$ cat config.mk
export PLATFORM = sky130hd
export DESIGN_NAME = lpht_fifo
export DESIGN_NICKNAME = d
export VERILOG_FILES = /design/src/rtl/core/lpht_pkg.sv /design/src/rtl/core/lpht_fifo.sv
export VERILOG_INCLUDE_DIRS = /design/src /design/src/rtl/core
export SDC_FILE = /design/constraint.sdc
export NUM_CORES = 1
export LEC_CHECK = 0
export ABC_CLOCK_PERIOD_IN_PS = 1700
export CORE_ASPECT_RATIO = 1.2
export CORE_MARGIN = 2
export CORE_UTILIZATION = 55
export DETAILED_ROUTE_END_ITERATION = 12
export DONT_BUFFER_PORTS = 1
export GPL_TIMING_DRIVEN = 0
export PLACE_DENSITY = 0.73
export SLEW_MARGIN = 20
export SYNTH_ARGS = -nofsm -noshare
export SYNTH_HDL_FRONTEND = slang
export SYNTH_SLANG_ARGS = --single-unit
export TNS_END_PERCENT = 10
$ cat constraint.sdc
create_clock -name aclk -period 1.7 [get_ports aclk]
set_input_delay 0.085 -clock aclk [delete_from_list [all_inputs] [get_ports aclk]]
set_output_delay 0.085 -clock aclk [all_outputs]
set_load 0.1 [all_outputs]
$ cat src/rtl/core/assert_macros.svh
// Concurrent assertion helpers, compiled out when SYNTH is defined.
`ifndef ASSERT_MACROS_SVH
`define ASSERT_MACROS_SVH
`ifndef SYNTH
`define LPHT_ASSERT(lbl, clk, rst_n, prop) \
    lbl: assert property (@(posedge clk) disable iff (!rst_n) prop) \
        else $error("assertion failed");
`define LPHT_NEVER(lbl, clk, rst_n, expr) \
    lbl: assert property (@(posedge clk) disable iff (!rst_n) !(expr)) \
        else $error("forbidden condition");
`else
`define LPHT_ASSERT(lbl, clk, rst_n, prop)
`define LPHT_NEVER(lbl, clk, rst_n, expr)
`endif
`endif

$ cat src/rtl/core/lpht_pkg.sv
package lpht_pkg;
    localparam int TABLE_SLOTS_DEF   = 13;
    localparam int MAX_KEY_CHARS_DEF = 32;
    localparam int SUM_W = 13;
    localparam int LEN_W = 7;

    localparam logic [2:0] ST_INSERTED  = 3'd0;
    localparam logic [2:0] ST_DUPLICATE = 3'd1;
    localparam logic [2:0] ST_FOUND     = 3'd2;
    localparam logic [2:0] ST_NOT_FOUND = 3'd3;
    localparam logic [2:0] ST_FULL      = 3'd4;
    localparam logic [2:0] ST_TOO_LONG  = 3'd5;

    localparam logic CMD_INSERT = 1'b0;

    typedef struct packed {
        logic       command;
        logic [7:0] key_char;
        logic       key_last;
    } lpht_in_t;

    typedef struct packed {
        logic [2:0] status;
        logic [3:0] slot_index;
        logic [3:0] probe_count;
    } lpht_out_t;

    typedef struct packed {
        logic             command;
        logic             overflow;
        logic [SUM_W-1:0] sum;
        logic [LEN_W-1:0] len;
    } lpht_desc_t;

    typedef struct packed {
        logic             en;
        logic             bank;
        logic [LEN_W-1:0] idx;
        logic [7:0]       data;
    } lpht_kb_wr_t;
endpackage

$ cat src/rtl/core/lpht_fifo.sv
module lpht_fifo
    import lpht_pkg::*;
(
    input  logic       aclk,
    input  logic       aresetn,
    input  logic       push,
    input  lpht_desc_t push_desc,
    input  logic       pop,
    output logic       not_empty,
    output lpht_desc_t head
);
    lpht_desc_t mem_reg [2];
    logic       wptr_reg, rptr_reg;
    logic [1:0] count_reg;

    assign not_empty = (count_reg != 2'd0);
    assign head      = mem_reg[rptr_reg];

    always_ff @(posedge aclk) begin
        if (push) begin
            mem_reg[wptr_reg] <= push_desc;
        end
    end

    always_ff @(posedge aclk) begin
        if (!aresetn) begin
            wptr_reg  <= 1'b0;
            rptr_reg  <= 1'b0;
            count_reg <= '0;
        end else begin
            if (push) wptr_reg <= ~wptr_reg;
            if (pop)  rptr_reg <= ~rptr_reg;
            count_reg <= count_reg + {1'b0, push} - {1'b0, pop};
        end
    end

`include "assert_macros.svh"
    `LPHT_NEVER(a_no_overflow, aclk, aresetn, push && !pop && count_reg == 2'd2)
    `LPHT_NEVER(a_no_underflow, aclk, aresetn, pop && count_reg == 2'd0)
    `LPHT_ASSERT(a_count_range, aclk, aresetn, count_reg <= 2'd2)
endmodule

==> results.sh <==
export IMPL_ys_seq_area_frac=0.7840
export IMPL_timing_critical_path_slowest_stage_cell="mux2_2"
export IMPL_core_area_mm2=0.003110
export IMPL_timing_critical_path_depth=2
export IMPL_cts_buffers_inserted=5
export IMPL_vdd_ir_drop_max_v=0.001057
export IMPL_ant_nets=0
export IMPL_detailroute_via_count=847
export IMPL_htree_num_levels=2
export IMPL_post_synthesis_sequential_element_count=49
export IMPL_drt_vias_per_instance=5.395
export IMPL_finClkSkew_ns=0.004653
export IMPL_tritoncts="built"
export IMPL_outcome="finished clean"
export IMPL_hold_depth=1
export IMPL_crit_buf_inv=1
export IMPL_finish_instance_area_mm2=0.002220
export IMPL_top_level_ports=49
export IMPL_cts_root_buf="clkbuf_4"
export IMPL_post_place_cells=124
export IMPL_finish_cell_count_without_fillers=157
export IMPL_antennaDiodeCount=0
export IMPL_port_buffer_count=0
export IMPL_grt_antenna_before_repair=0
export IMPL_rsz0062_at_grt="yes"
export IMPL_maxSlewHeadroom=0.5657
export IMPL_wl_mm=2.567
export IMPL_die_area_mm2=0.003774
export IMPL_count_of_unresolved_drc_violations_after_routing=0
export IMPL_post_route_cells_drive_above_1_share=0.2893
export IMPL_chipHeight_um=66.90
export IMPL_overflow=0
export IMPL_ys_warnings_count=0
export IMPL_initial_utilization=0.5829
export IMPL_nNetsFinal=148
export IMPL_cellLeakagePower_nw=0.7799
export IMPL_power_per_cell_area_mw_per_mm2=1305
export IMPL_dieWidth_um=56.41
export IMPL_post_route_min_period_ns=1.619
export IMPL_clock_sinks=49
export IMPL_timing_critical_path_from_type="flop"
export IMPL_final_worst_path_cycle_share=0.9524
export IMPL_synthesis_area_per_instance_um2=20.60
export IMPL_largest_reg_flops=44
export IMPL_cp_cell_sequence="buf_6 > mux2_2"
export IMPL_worst_slew_pin_slew_ns=0.6500
export IMPL_critical_path_top_delay_family="multiplexers"
export IMPL_detailed_place_hpwl_mm=1.588
export IMPL_crit_arrival_ns=1.53
export IMPL_clk_transition_reported_paths_ns=0.12
export IMPL_drt_pass1_iterations=2
export IMPL_post_synth_inst_count=88
export IMPL_setup_viol=0
export IMPL_timing_final_max_slew_violations=0
export IMPL_post_cts_buffers=0
export IMPL_gr_util_all_layers=0.1567
export IMPL_max_freq_mhz=617.6
export IMPL_critPathMaxStageDelay_ns=0.57
export IMPL_max_cap_viol_count=0
export IMPL_first_global_vias=935
export IMPL_grt_max_degree=24
export IMPL_path_max_fanout=10
export IMPL_mappedNetlistArea_mm2=0.001813
export IMPL_clk_insertion_delay_late_ns=0.35
export IMPL_placed_area_mm2=0.001861
export IMPL_synth_cell_type_count=12
export IMPL_detail_route_wl_per_cell_um=16.35
export IMPL_gp_routability_congestion=0.6135
export IMPL_max_root_sink_buffers=2
export IMPL_final_setup_tns_ns=0
export IMPL_layout_area_overhead_vs_synth_pct=22.43
export IMPL_hold_path_class="in -> reg"
export IMPL_critPathRequiredTime_ns=1.62
export IMPL_hold_worst_slack_ns=0.1295
export IMPL_worstSetupEndpointType="output pin"
export IMPL_timing_worst_setup_path_type="reg -> out"
export IMPL_postSynthNetCount=116
export IMPL_timing_reg2reg_worst_path_depth=1
export IMPL_placement_rows=22
export IMPL_drt_initial_drc_count=15
export IMPL_finalHoldViolations=0
export IMPL_first_pass_grt_wire_length_mm=4.250
-- timing repair --
| action | CTS | global route |
|---|---|---|
| resized for setup | 0 | 1 |
| endpoints found under the hold margin | 49 | 0 |
| hold buffers | 25 | 0 |
| setup endpoints to repair | 0 | 18 |
-- per-layer routing --
layer,vias up,part of all wire,wire (µm),global-route usage
met1,409,0.34,878,0.1472
met5,-,0,0,0
met3,4,0.081,207,0.07184
met2,35,0.56,1445,0.2926
li1,399,-,-,-
met4,0,0.014,35,0.06250
-- cell families (layout without fill, tap and decap cells) --
group,count (synthesis),after routing,synth area share
flops,49,49,0.7840
mux,22,22,0.1366
simple gates,8,8,0.02761
buf+inv,4,37,0.01656
fa+ha+maj,2,2,0.01380
xor+xnor,2,2,0.01725
compound gates,1,1,0.004142
-- Yosys cell counts, drive strengths merged --
cell,number,area [µm²]
o21a,1,7.510
xnor3,1,22.52
or2,1,6.260
and2,4,25.02
dfxtp,5,100.1
ha,2,25.02
inv,2,7.510
edfxtp,44,1321
mux2,22,247.7
xor2,1,8.760
nor2b,3,18.77
buf,2,22.52
-- final cells by class --
cell class / instances / area, µm²
repair buffers: 25 / 250.2
clock inverters: 3 / 65.06
inverters: 2 / 7.507
fillers: 209 / 890.9
clock buffers: 5 / 37.54
multi-input cells: 35 / 370.4
flip-flops and latches: 49 / 1421
plain buffers: 2 / 22.52
well taps: 36 / 45.04
-- power by group --
group	switching, mW	total, mW	internal, mW
combinational	0.551	0.700	0.148
sequential	0.0228	1.41	1.39
clock	0.329	0.785	0.455
-- path summary, 6_finish.rpt --
path              startpoint        endpoint  slack (ns)
setup / recovery        flop        head[11]        0.08
hold reg to reg     rptr_reg        rptr_reg        0.60
setup reg to reg    wptr_reg   mem_reg[1][5]        0.42
hold / removal          push  mem_reg[0][21]        0.13
-- layout by cell type, fill, tap and decap left out --
cell type / n
and2_1: 3
and2_2: 1
buf_6: 2
bufinv_16: 2
clkbuf_4: 5
clkinv_2: 1
dfxtp_1: 5
dlygate4sd3_1: 25
edfxtp_1: 44
ha_1: 2
inv_1: 2
mux2_2: 22
nor2b_1: 2
nor2b_4: 1
o21a_1: 1
or2_2: 1
xnor3_1: 1
xor2_1: 1
-- stage by stage --
stage / utilization / total power [mW] / worst slack [ns]
detailed placement: 0.5982 / 2.089 / 0.08568
finish: 0.7136 / 2.896 / 0.08092
global placement: 0.5982 / 2.079 / 0.1134
floorplan: - / 2.052 / 0.3736
global route: 0.7136 / 2.997 / -0.005312
CTS: 0.7116 / 2.922 / 0.04814
Power figures use the tool's default switching activity.
