--- config.mk ---
export PLATFORM = sky130hd
export DESIGN_NAME = lpht_front
export DESIGN_NICKNAME = d
export VERILOG_FILES = /design/src/rtl/core/assert_macros.svh /design/src/rtl/core/lpht_pkg.sv /design/src/rtl/core/lpht_front.sv
export SDC_FILE = /design/constraint.sdc
export NUM_CORES = 1
export LEC_CHECK = 0
export BUFFER_PORTS_ARGS = -buffer_cell sky130_fd_sc_hd__clkbuf_2
export CORE_MARGIN = 5
export CORE_UTILIZATION = 51
export CTS_CLUSTER_DIAMETER = 100
export DETAILED_ROUTE_END_ITERATION = 8
export PLACE_DENSITY = 0.77
export RECOVER_POWER = 100
export SLEW_MARGIN = 20
export SYNTH_ARGS = -nofsm -noshare
export SYNTH_HDL_FRONTEND = slang
export SYNTH_SLANG_ARGS = --single-unit
--- constraint.sdc ---
create_clock -name aclk -period 3.1 [get_ports aclk]
set_input_delay 0.465 -clock aclk [delete_from_list [all_inputs] [get_ports aclk]]
set_output_delay 0.465 -clock aclk [all_outputs]
set_load 0.01 [all_outputs]
--- src/rtl/core/assert_macros.svh ---
// Concurrent assertion helpers, compiled out when SYNTH is defined.
`ifndef ASSERT_MACROS_SVH
`define ASSERT_MACROS_SVH
`ifndef SYNTH
`define LPHT_ASSERT(lbl, clk, rst_n, prop) \
    lbl: assert property (@(posedge clk) disable iff (!rst_n) prop) \
        else $error("assertion failed");
`define LPHT_NEVER(lbl, clk, rst_n, expr) \
    lbl: assert property (@(posedge clk) disable iff (!rst_n) !(expr)) \
        else $error("forbidden condition");
`else
`define LPHT_ASSERT(lbl, clk, rst_n, prop)
`define LPHT_NEVER(lbl, clk, rst_n, expr)
`endif
`endif

--- src/rtl/core/lpht_pkg.sv ---
package lpht_pkg;
    localparam int TABLE_SLOTS_DEF   = 13;
    localparam int MAX_KEY_CHARS_DEF = 32;
    localparam int SUM_W = 13;
    localparam int LEN_W = 7;

    localparam logic [2:0] ST_INSERTED  = 3'd0;
    localparam logic [2:0] ST_DUPLICATE = 3'd1;
    localparam logic [2:0] ST_FOUND     = 3'd2;
    localparam logic [2:0] ST_NOT_FOUND = 3'd3;
    localparam logic [2:0] ST_FULL      = 3'd4;
    localparam logic [2:0] ST_TOO_LONG  = 3'd5;

    localparam logic CMD_INSERT = 1'b0;

    typedef struct packed {
        logic       command;
        logic [7:0] key_char;
        logic       key_last;
    } lpht_in_t;

    typedef struct packed {
        logic [2:0] status;
        logic [3:0] slot_index;
        logic [3:0] probe_count;
    } lpht_out_t;

    typedef struct packed {
        logic             command;
        logic             overflow;
        logic [SUM_W-1:0] sum;
        logic [LEN_W-1:0] len;
    } lpht_desc_t;

    typedef struct packed {
        logic             en;
        logic             bank;
        logic [LEN_W-1:0] idx;
        logic [7:0]       data;
    } lpht_kb_wr_t;
endpackage

--- src/rtl/core/lpht_front.sv ---
module lpht_front
    import lpht_pkg::*;
#(
    parameter int MAX_KEY_CHARS = MAX_KEY_CHARS_DEF
) (
    input  logic        aclk,
    input  logic        aresetn,
    input  logic        s_valid,
    output logic        s_ready,
    input  lpht_in_t    s_data,
    output logic        push,
    output lpht_desc_t  push_desc,
    output lpht_kb_wr_t kb_wr,
    input  logic        release_key
);
    logic [LEN_W-1:0] len_reg, len_next;
    logic [SUM_W-1:0] sum_reg, sum_next;
    logic             ovf_reg, ovf_next;
    logic             cmd_reg, cmd_next;
    logic             bank_reg;
    logic [1:0]       inflight_reg;
    logic             accept, fits;

    assign s_ready = (inflight_reg != 2'd2);
    assign accept  = s_valid && s_ready;
    assign fits    = (len_reg < LEN_W'(MAX_KEY_CHARS));

    always_comb begin
        cmd_next = (len_reg == '0 && !ovf_reg) ? s_data.command : cmd_reg;
        len_next = fits ? len_reg + 1'b1 : len_reg;
        sum_next = fits ? sum_reg + SUM_W'(s_data.key_char) : sum_reg;
        ovf_next = ovf_reg | !fits;
    end

    assign kb_wr.en   = accept && fits;
    assign kb_wr.bank = bank_reg;
    assign kb_wr.idx  = len_reg;
    assign kb_wr.data = s_data.key_char;

    assign push               = accept && s_data.key_last;
    assign push_desc.command  = cmd_next;
    assign push_desc.overflow = ovf_next;
    assign push_desc.sum      = sum_next;
    assign push_desc.len      = len_next;

    always_ff @(posedge aclk) begin
        if (!aresetn) begin
            len_reg      <= '0;
            sum_reg      <= '0;
            ovf_reg      <= 1'b0;
            cmd_reg      <= 1'b0;
            bank_reg     <= 1'b0;
            inflight_reg <= '0;
        end else begin
            if (accept) begin
                if (s_data.key_last) begin
                    len_reg  <= '0;
                    sum_reg  <= '0;
                    ovf_reg  <= 1'b0;
                    cmd_reg  <= 1'b0;
                    bank_reg <= ~bank_reg;
                end else begin
                    len_reg <= len_next;
                    sum_reg <= sum_next;
                    ovf_reg <= ovf_next;
                    cmd_reg <= cmd_next;
                end
            end
            inflight_reg <= inflight_reg + {1'b0, push} - {1'b0, release_key};
        end
    end
endmodule

==> flow_summary.json, run 1 <==
{
  "hold_violations": 0,
  "grt_first_pass_wirelength_mm": 7.22,
  "setup_viol": 0,
  "synthToLayoutAreaGrowth_pct": 10.9,
  "mappedNetlistNets": 253,
  "drive_gt1_share_pct": 10.9,
  "finalPower_w": 0.000782,
  "fin_tns_setup_ns": 0,
  "crit_fanout": 7,
  "dieArea_um2": 4860,
  "ir_drop_mv": 0.400,
  "dp_slack_ns": 0.310,
  "critPathKind": "reg -> out",
  "antenna_found_initial": 0,
  "num-fill-cells": 327,
  "clk_pin_slew_ns": 0.15,
  "io_pins": 55,
  "powerDensity_nw_per_um2": 388,
  "dp.final_hpwl_mm": 3.15,
  "via_per_inst": 5.49,
  "start_util_pct": 53.6,
  "synthCells": 226,
  "outcome": "completed",
  "track_usage_pct": 17.4,
  "diodes": 0,
  "final_nets": 293,
  "fin_crit_sh_pct": 93.6,
  "ys_dominant_reg_cell": "dfxtp_1",
  "drtPass1Iterations": 4,
  "rsz0062_at_grt": "no",
  "wl_mm": 4.11,
  "h-tree-depth": 1,
  "yosysSeqAreaShare_pct": 27.5,
  "grt_pass1_vias": 1641,
  "gp_congestion": 0.875,
  "synth-seq-cells": 25,
  "period_minus_slack_ns": 2.90,
  "vias": 1708,
  "critPathLaunchType": "register",
  "wl_per_cell_um": 13.2,
  "max_slew_margin_pct": 66.4,
  "crit_path_end_kind": "primary output",
  "setup_ws_ns": 0.198,
  "die_h_um": 69.7,
  "syn_area_per_cell_um2": 8.04,
  "synthArstFlopShare_pct": 0,
  "largest_register_ffs": 13,
  "clk_path_buf_depth": 2,
  "leakage_nw": 0.822,
  "drt_iter0_markers": 84,
  "grt_max_degree": 20,
  "max_clock_freq_mhz": 345,
  "cts_buffers": 3,
  "num_rows": 21,
  "yosysWarnings": 0,
  "cts_setup_buffers": 0,
  "synth_area_um2": 1820,
  "synth_edf_count": 0,
  "cts_sinks": 25,
  "worst_pin_slew_ns": 0.502,
  "core_um2": 3390,
  "synth.distinct_cells": 52,
  "cp.required_ns": 2.63,
  "slew_viol_final": 0,
  "skew_ns": 0.00484,
  "root_buffer": "clkbuf_4",
  "cts_tree": "done",
  "die_w_um": 69.7,
  "cap_violations": 0,
  "crit_arrival_ns": 2.44,
  "worstSkewPairLatency_ns": 0.34,
  "grt_overflow": 0,
  "drc": 0,
  "portBuffers": 54,
  "hp-class": "in -> reg",
  "ant_nets": 0
}
## cell usage in the layout (no fill, tap or decap), types with 4 or more instances in the layout
| cell type | Yosys | layout |
|---|---|---|
| nand2b_1 | 4 | 4 |
| inv_1 | 10 | 10 |
| xor2_1 | 6 | 6 |
| xnor2_1 | 10 | 10 |
| nor3_1 | 5 | 5 |
| nor2_1 | 21 | 21 |
| o21ai_0 | 15 | 14 |
| clkbuf_2 | 0 | 15 |
| nand3b_1 | 4 | 4 |
| nand4_1 | 4 | 4 |
| nand2_1 | 23 | 23 |
| clkbuf_1 | 9 | 41 |
| a22oi_1 | 8 | 8 |
| ha_1 | 12 | 12 |
| dfxtp_1 | 25 | 25 |
| a21oi_1 | 7 | 7 |
| nand3_1 | 4 | 4 |
## what timing repair did
action / 4_1_cts / 5_1_grt
hold buffers: 0 / 0
setup endpoints to repair: 0 / 2
endpoints found under the hold margin: 0 / 0
resized for setup: 0 / 2
## worst max-delay path, stage by stage (launching register included)
cell and delay, ns:
dfxtp_1 0.36, ha_1 0.36, or3b_4 0.42, o32ai_2 0.32, a21oi_2 0.13, nor2_1 0.18, xor2_1 0.16, clkbuf_1 0.16
## final timing paths
check	startpoint	end	slack [ns]	cells past startpoint
max	sum_reg[7]	push_desc[17]	0.20	7
min	s_data[0]	sum_reg[10]	0.47	2
max reg2reg	sum_reg[7]	sum_reg[12]	0.73	6
min reg2reg	sum_reg[12]	sum_reg[12]	0.52	2
## layout make-up
class	count	area (um2)	area share (%)
Clock inverter	1	8.76	0.434
Timing Repair Buffer	56	229	11.4
Multi-Input combinational cell	169	1160	57.4
Inverter	11	41.3	2.05
Clock buffer	3	22.5	1.12
Sequential cell	25	500	24.8
Tap cell	46	57.6	2.85
## cell usage after synthesis (2+ instances only)
master / count / area (um2)
a211oi_1: 2 / 15.0
a21oi_1: 7 / 35.0
a21oi_2: 2 / 17.5
a22oi_1: 8 / 60.1
a31oi_1: 2 / 12.5
a32o_1: 3 / 30.0
and2_1: 2 / 12.5
and3_1: 3 / 18.8
and3b_1: 2 / 17.5
buf_4: 11 / 82.6
clkbuf_1: 9 / 33.8
dfxtp_1: 25 / 500
ha_1: 12 / 150
inv_1: 10 / 37.5
mux2i_1: 2 / 20.0
nand2_1: 23 / 86.3
nand2b_1: 4 / 25.0
nand3_1: 4 / 20.0
nand3b_1: 4 / 30.0
nand4_1: 4 / 25.0
nor2_1: 21 / 78.8
nor3_1: 5 / 25.0
o2111a_1: 2 / 22.5
o21ai_0: 15 / 75.1
or3_1: 3 / 18.8
xnor2_1: 10 / 87.6
xor2_1: 6 / 52.6
## power by group
group | total [W] | switching, W | internal (W)
Sequential | 0.000357 | 0.0000149 | 0.000342
Clock | 0.000164 | 0.000111 | 0.0000528
Combinational | 0.000262 | 0.000163 | 0.0000989
## per-stage QoR
step / cells / utilization [%] / instance area [um2] / hold slack, ns
4_1_cts: 311 / 61.1 / 2070 / 0.460
5_1_grt: 311 / 59.5 / 2020 / 0.483
3_5_place_dp: 307 / 60.2 / 2040 / 0.500
3_3_place_gp: 307 / 60.2 / 2040 / 0.487
2_1_floorplan: 226 / - / 1820 / 0.472
6_report: 311 / 59.5 / 2020 / 0.474
## cells by family after synthesis
family / synth area share, %
AOI/OAI and AO/OA: 20.1
xor gates and xnor gates: 7.71
adders and majority gates: 9.36
buffers and inverters: 8.88
DFF: 27.5
muxes: 1.72
and+or+nand+nor: 24.7
## per-layer routing
layer  GRT usage [%]  up-vias  wire length, um  share of wire [%]
met2            29.6       51             1880                 46
met5               0        -                0                  0
met4            3.40        0               48                1.2
met3            4.64        7              266                6.5
met1            22.3      771             1920                 47
li1                -      879                -                  -
No activity file was read; power rests on OpenSTA's default activity.
==> run 2, diff against run 1 <==
--- a/config.mk
+++ b/config.mk
@@ -5,12 +5,13 @@
 export SDC_FILE = /design/constraint.sdc
 export NUM_CORES = 1
 export LEC_CHECK = 0
+export ABC_AREA = 1
 export BUFFER_PORTS_ARGS = -buffer_cell sky130_fd_sc_hd__clkbuf_2
 export CORE_MARGIN = 5
-export CORE_UTILIZATION = 51
+export CORE_UTILIZATION = 52
 export CTS_CLUSTER_DIAMETER = 100
 export DETAILED_ROUTE_END_ITERATION = 8
-export PLACE_DENSITY = 0.77
+export PLACE_DENSITY = 0.78
 export RECOVER_POWER = 100
 export SLEW_MARGIN = 20
 export SYNTH_ARGS = -nofsm -noshare
==> run 2 against run 1 <==
Area after synthesis rose by 4.5%. Sequential share of layout area fell by 0.62 points. Global-route usage rose by 0.40 points. Critical path depth rose by 4.
==> flow_summary.json, run 2 <==
{
  "outcome": "completed",
  "start_util_pct": 52.7,
  "grt_first_pass_wirelength_mm": 7.49,
  "hp-class": "in -> reg",
  "wl_per_cell_um": 11.5,
  "cts_tree": "done",
  "drc": 0,
  "synthTopCellsByArea": "dfxtp_1 (26%), nand2_1 (19%), ha_1 (7.9%)",
  "clk_path_buf_depth": 2,
  "leakage_nw": 0.999,
  "hold_violations": 0,
  "synthCells": 288,
  "synth-seq-cells": 25,
  "cts_sinks": 25,
  "via_per_inst": 5.02,
  "dieArea_um2": 4960,
  "critPathLaunchType": "register",
  "synthArstFlopShare_pct": 0,
  "cap_violations": 0,
  "r2r_start": "inflight_reg[0]",
  "worstSkewPairLatency_ns": 0.28,
  "startpoint": "sum_reg[0]",
  "cts_buffers": 3,
  "mappedNetlistNets": 315,
  "die_w_um": 70.5,
  "ant_nets": 0,
  "num_rows": 22,
  "synthToLayoutAreaGrowth_pct": 8.82,
  "layout_common_cells": "nand2_1 (96), inv_1 (35), clkbuf_1 (30), a21oi_1 (26), dfxtp_1 (25)",
  "synth_area_um2": 1900,
  "die_h_um": 70.5,
  "powerDensity_nw_per_um2": 377,
  "h-tree-depth": 1,
  "period_minus_slack_ns": 2.66,
  "gp_congestion": 0.819,
  "ys_dominant_reg_cell": "dfxtp_1",
  "cpMaxStageDelayCell": "fa_1",
  "fin_tns_setup_ns": 0,
  "cts_resized": 0,
  "drive_gt1_share_pct": 12.8,
  "clk_pin_slew_ns": 0.10,
  "crit_top_cell": "nand2_1",
  "grt_pass1_vias": 1800,
  "synth_edf_count": 0,
  "yosysSeqAreaShare_pct": 26.3,
  "slew_viol_final": 0,
  "synth.most_common_cell": "nand2_1",
  "stdcell_area_um2": 2070,
  "portBuffers": 54,
  "final_nets": 355,
  "worstHoldStart": "aresetn",
  "syn_area_per_cell_um2": 6.60,
  "crit_fanout": 6,
  "path_buf_inv": 3,
  "synth.top_cell.area_share_pct": 26.3,
  "slowest_delay_ns": 0.42,
  "crit_path_end_kind": "primary output",
  "worst_pin_slew_ns": 1.41,
  "max_clock_freq_mhz": 376,
  "drt_iter0_markers": 97,
  "rsz0062_at_grt": "no",
  "critPathKind": "reg -> out",
  "grt_max_degree": 24,
  "wl_mm": 4.32,
  "cp_top_family": "adder cells",
  "cp.required_ns": 2.63,
  "synth_top_cells_by_count": "nand2_1 (94), inv_1 (34), dfxtp_1 (25), a21oi_1 (22), nand3_1 (21)",
  "skew_ns": 0.0117,
  "yosysWarnings": 0,
  "core_um2": 3610,
  "track_usage_pct": 17.8,
  "antenna_found_initial": 0,
  "crit_chain": "ha_1 > inv_1 > fa_1 > o21ai_2 > nand2_1 > nand2_1 > nand2_1 > nand2_1 > nand2_1 > inv_1 > clkbuf_1",
  "layout_commonest_cell": "nand2_1",
  "dp.final_hpwl_mm": 3.33,
  "diodes": 0,
  "crit_arrival_ns": 2.20,
  "ir_drop_mv": 0.203,
  "max_slew_margin_pct": 5.74,
  "grt_overflow": 0,
  "fin_crit_sh_pct": 85.8,
  "num-fill-cells": 404,
  "yosysTopAreaCell": "dfxtp_1",
  "postPlaceCellArea_um2": 2110,
  "drtPass1Iterations": 4,
  "synth.distinct_cells": 34,
  "io_pins": 55,
  "vias": 1884,
  "setup_viol": 0,
  "largest_register_ffs": 13,
  "cts_hold_buf": 0,
  "root_buffer": "clkbuf_8",
  "cts_setup_buffers": 0
}
==> run 2: cell count changes after synthesis, moves of 10 or more <==
cell     change
a21oi_1     +15
nor2_1      -10
nand2_1     +71
o21ai_0     -13
nand3_1     +17
inv_1       +24
==> run 2: final cells by class <==
cell class              count  area, um2  area share [%]
multi-input cells         205       1080            52.0
flip-flops and latches     25        500            24.2
repair buffers             55        240            11.6
inverters                  38        143            6.90
well taps                  48       60.1            2.90
clock buffers               3       41.3            2.00
clock inverters             1       7.51           0.363
==> run 2: stage by stage <==
| stage | setup slack, ns | cells | hold slack, ns | util, % | total power [W] |
|---|---|---|---|---|---|
| after floorplan | 0.936 | 288 | 0.422 | - | 0.000530 |
| after global placement | 0.641 | 371 | 0.441 | 58.4 | 0.000592 |
| after detailed placement | 0.605 | 371 | 0.453 | 58.4 | 0.000596 |
| after CTS | 0.497 | 375 | 0.420 | 59.8 | 0.000798 |
| after global routing | 0.223 | 375 | 0.469 | 57.4 | 0.000830 |
| final | 0.439 | 375 | 0.420 | 57.4 | 0.000780 |
==> run 2: worst paths after layout <==
kind / endpoint / slack [ns] / depth (start not counted)
worst min-delay path: inflight_reg[0] / 0.42 / 3
worst min register to register: inflight_reg[1] / 0.48 / 1
worst max register to register: sum_reg[5] / 0.82 / 6
worst max-delay path: push_desc[19] / 0.44 / 11
==> run 2: layer usage <==
metal / global-route usage, % / vias to the layer above / wire length [um]
met5: 0 / - / 0
li1: - / 971 / -
met3: 3.60 / 8 / 293
met4: 4.68 / 0 / 55
met1: 22.6 / 842 / 1990
met2: 30.6 / 63 / 1990
==> run 2: logic make-up after synthesis <==
family / after synthesis / share of synthesized area [%]
compound gates: 36 / 11.3
xor+xnor: 9 / 4.54
fa+ha+maj: 13 / 8.95
buf+inv: 58 / 14.4
flops: 25 / 26.3
simple gates: 147 / 34.5
==> run 2: where the power goes <==
part	leakage (nW)	switching, W	internal (W)	total [W]
combinational	0.774	0.000142	0.0000836	0.000226
clock	0.0217	0.000111	0.0000914	0.000202
sequential	0.203	0.0000137	0.000337	0.000351
total	0.999	0.000267	0.000512	0.000780
==> run 2: tightest hold or removal path, stage by stage <==
cell and delay [ns]:
clkbuf_2 0.11, nand2_1 0.05, inv_1 0.04
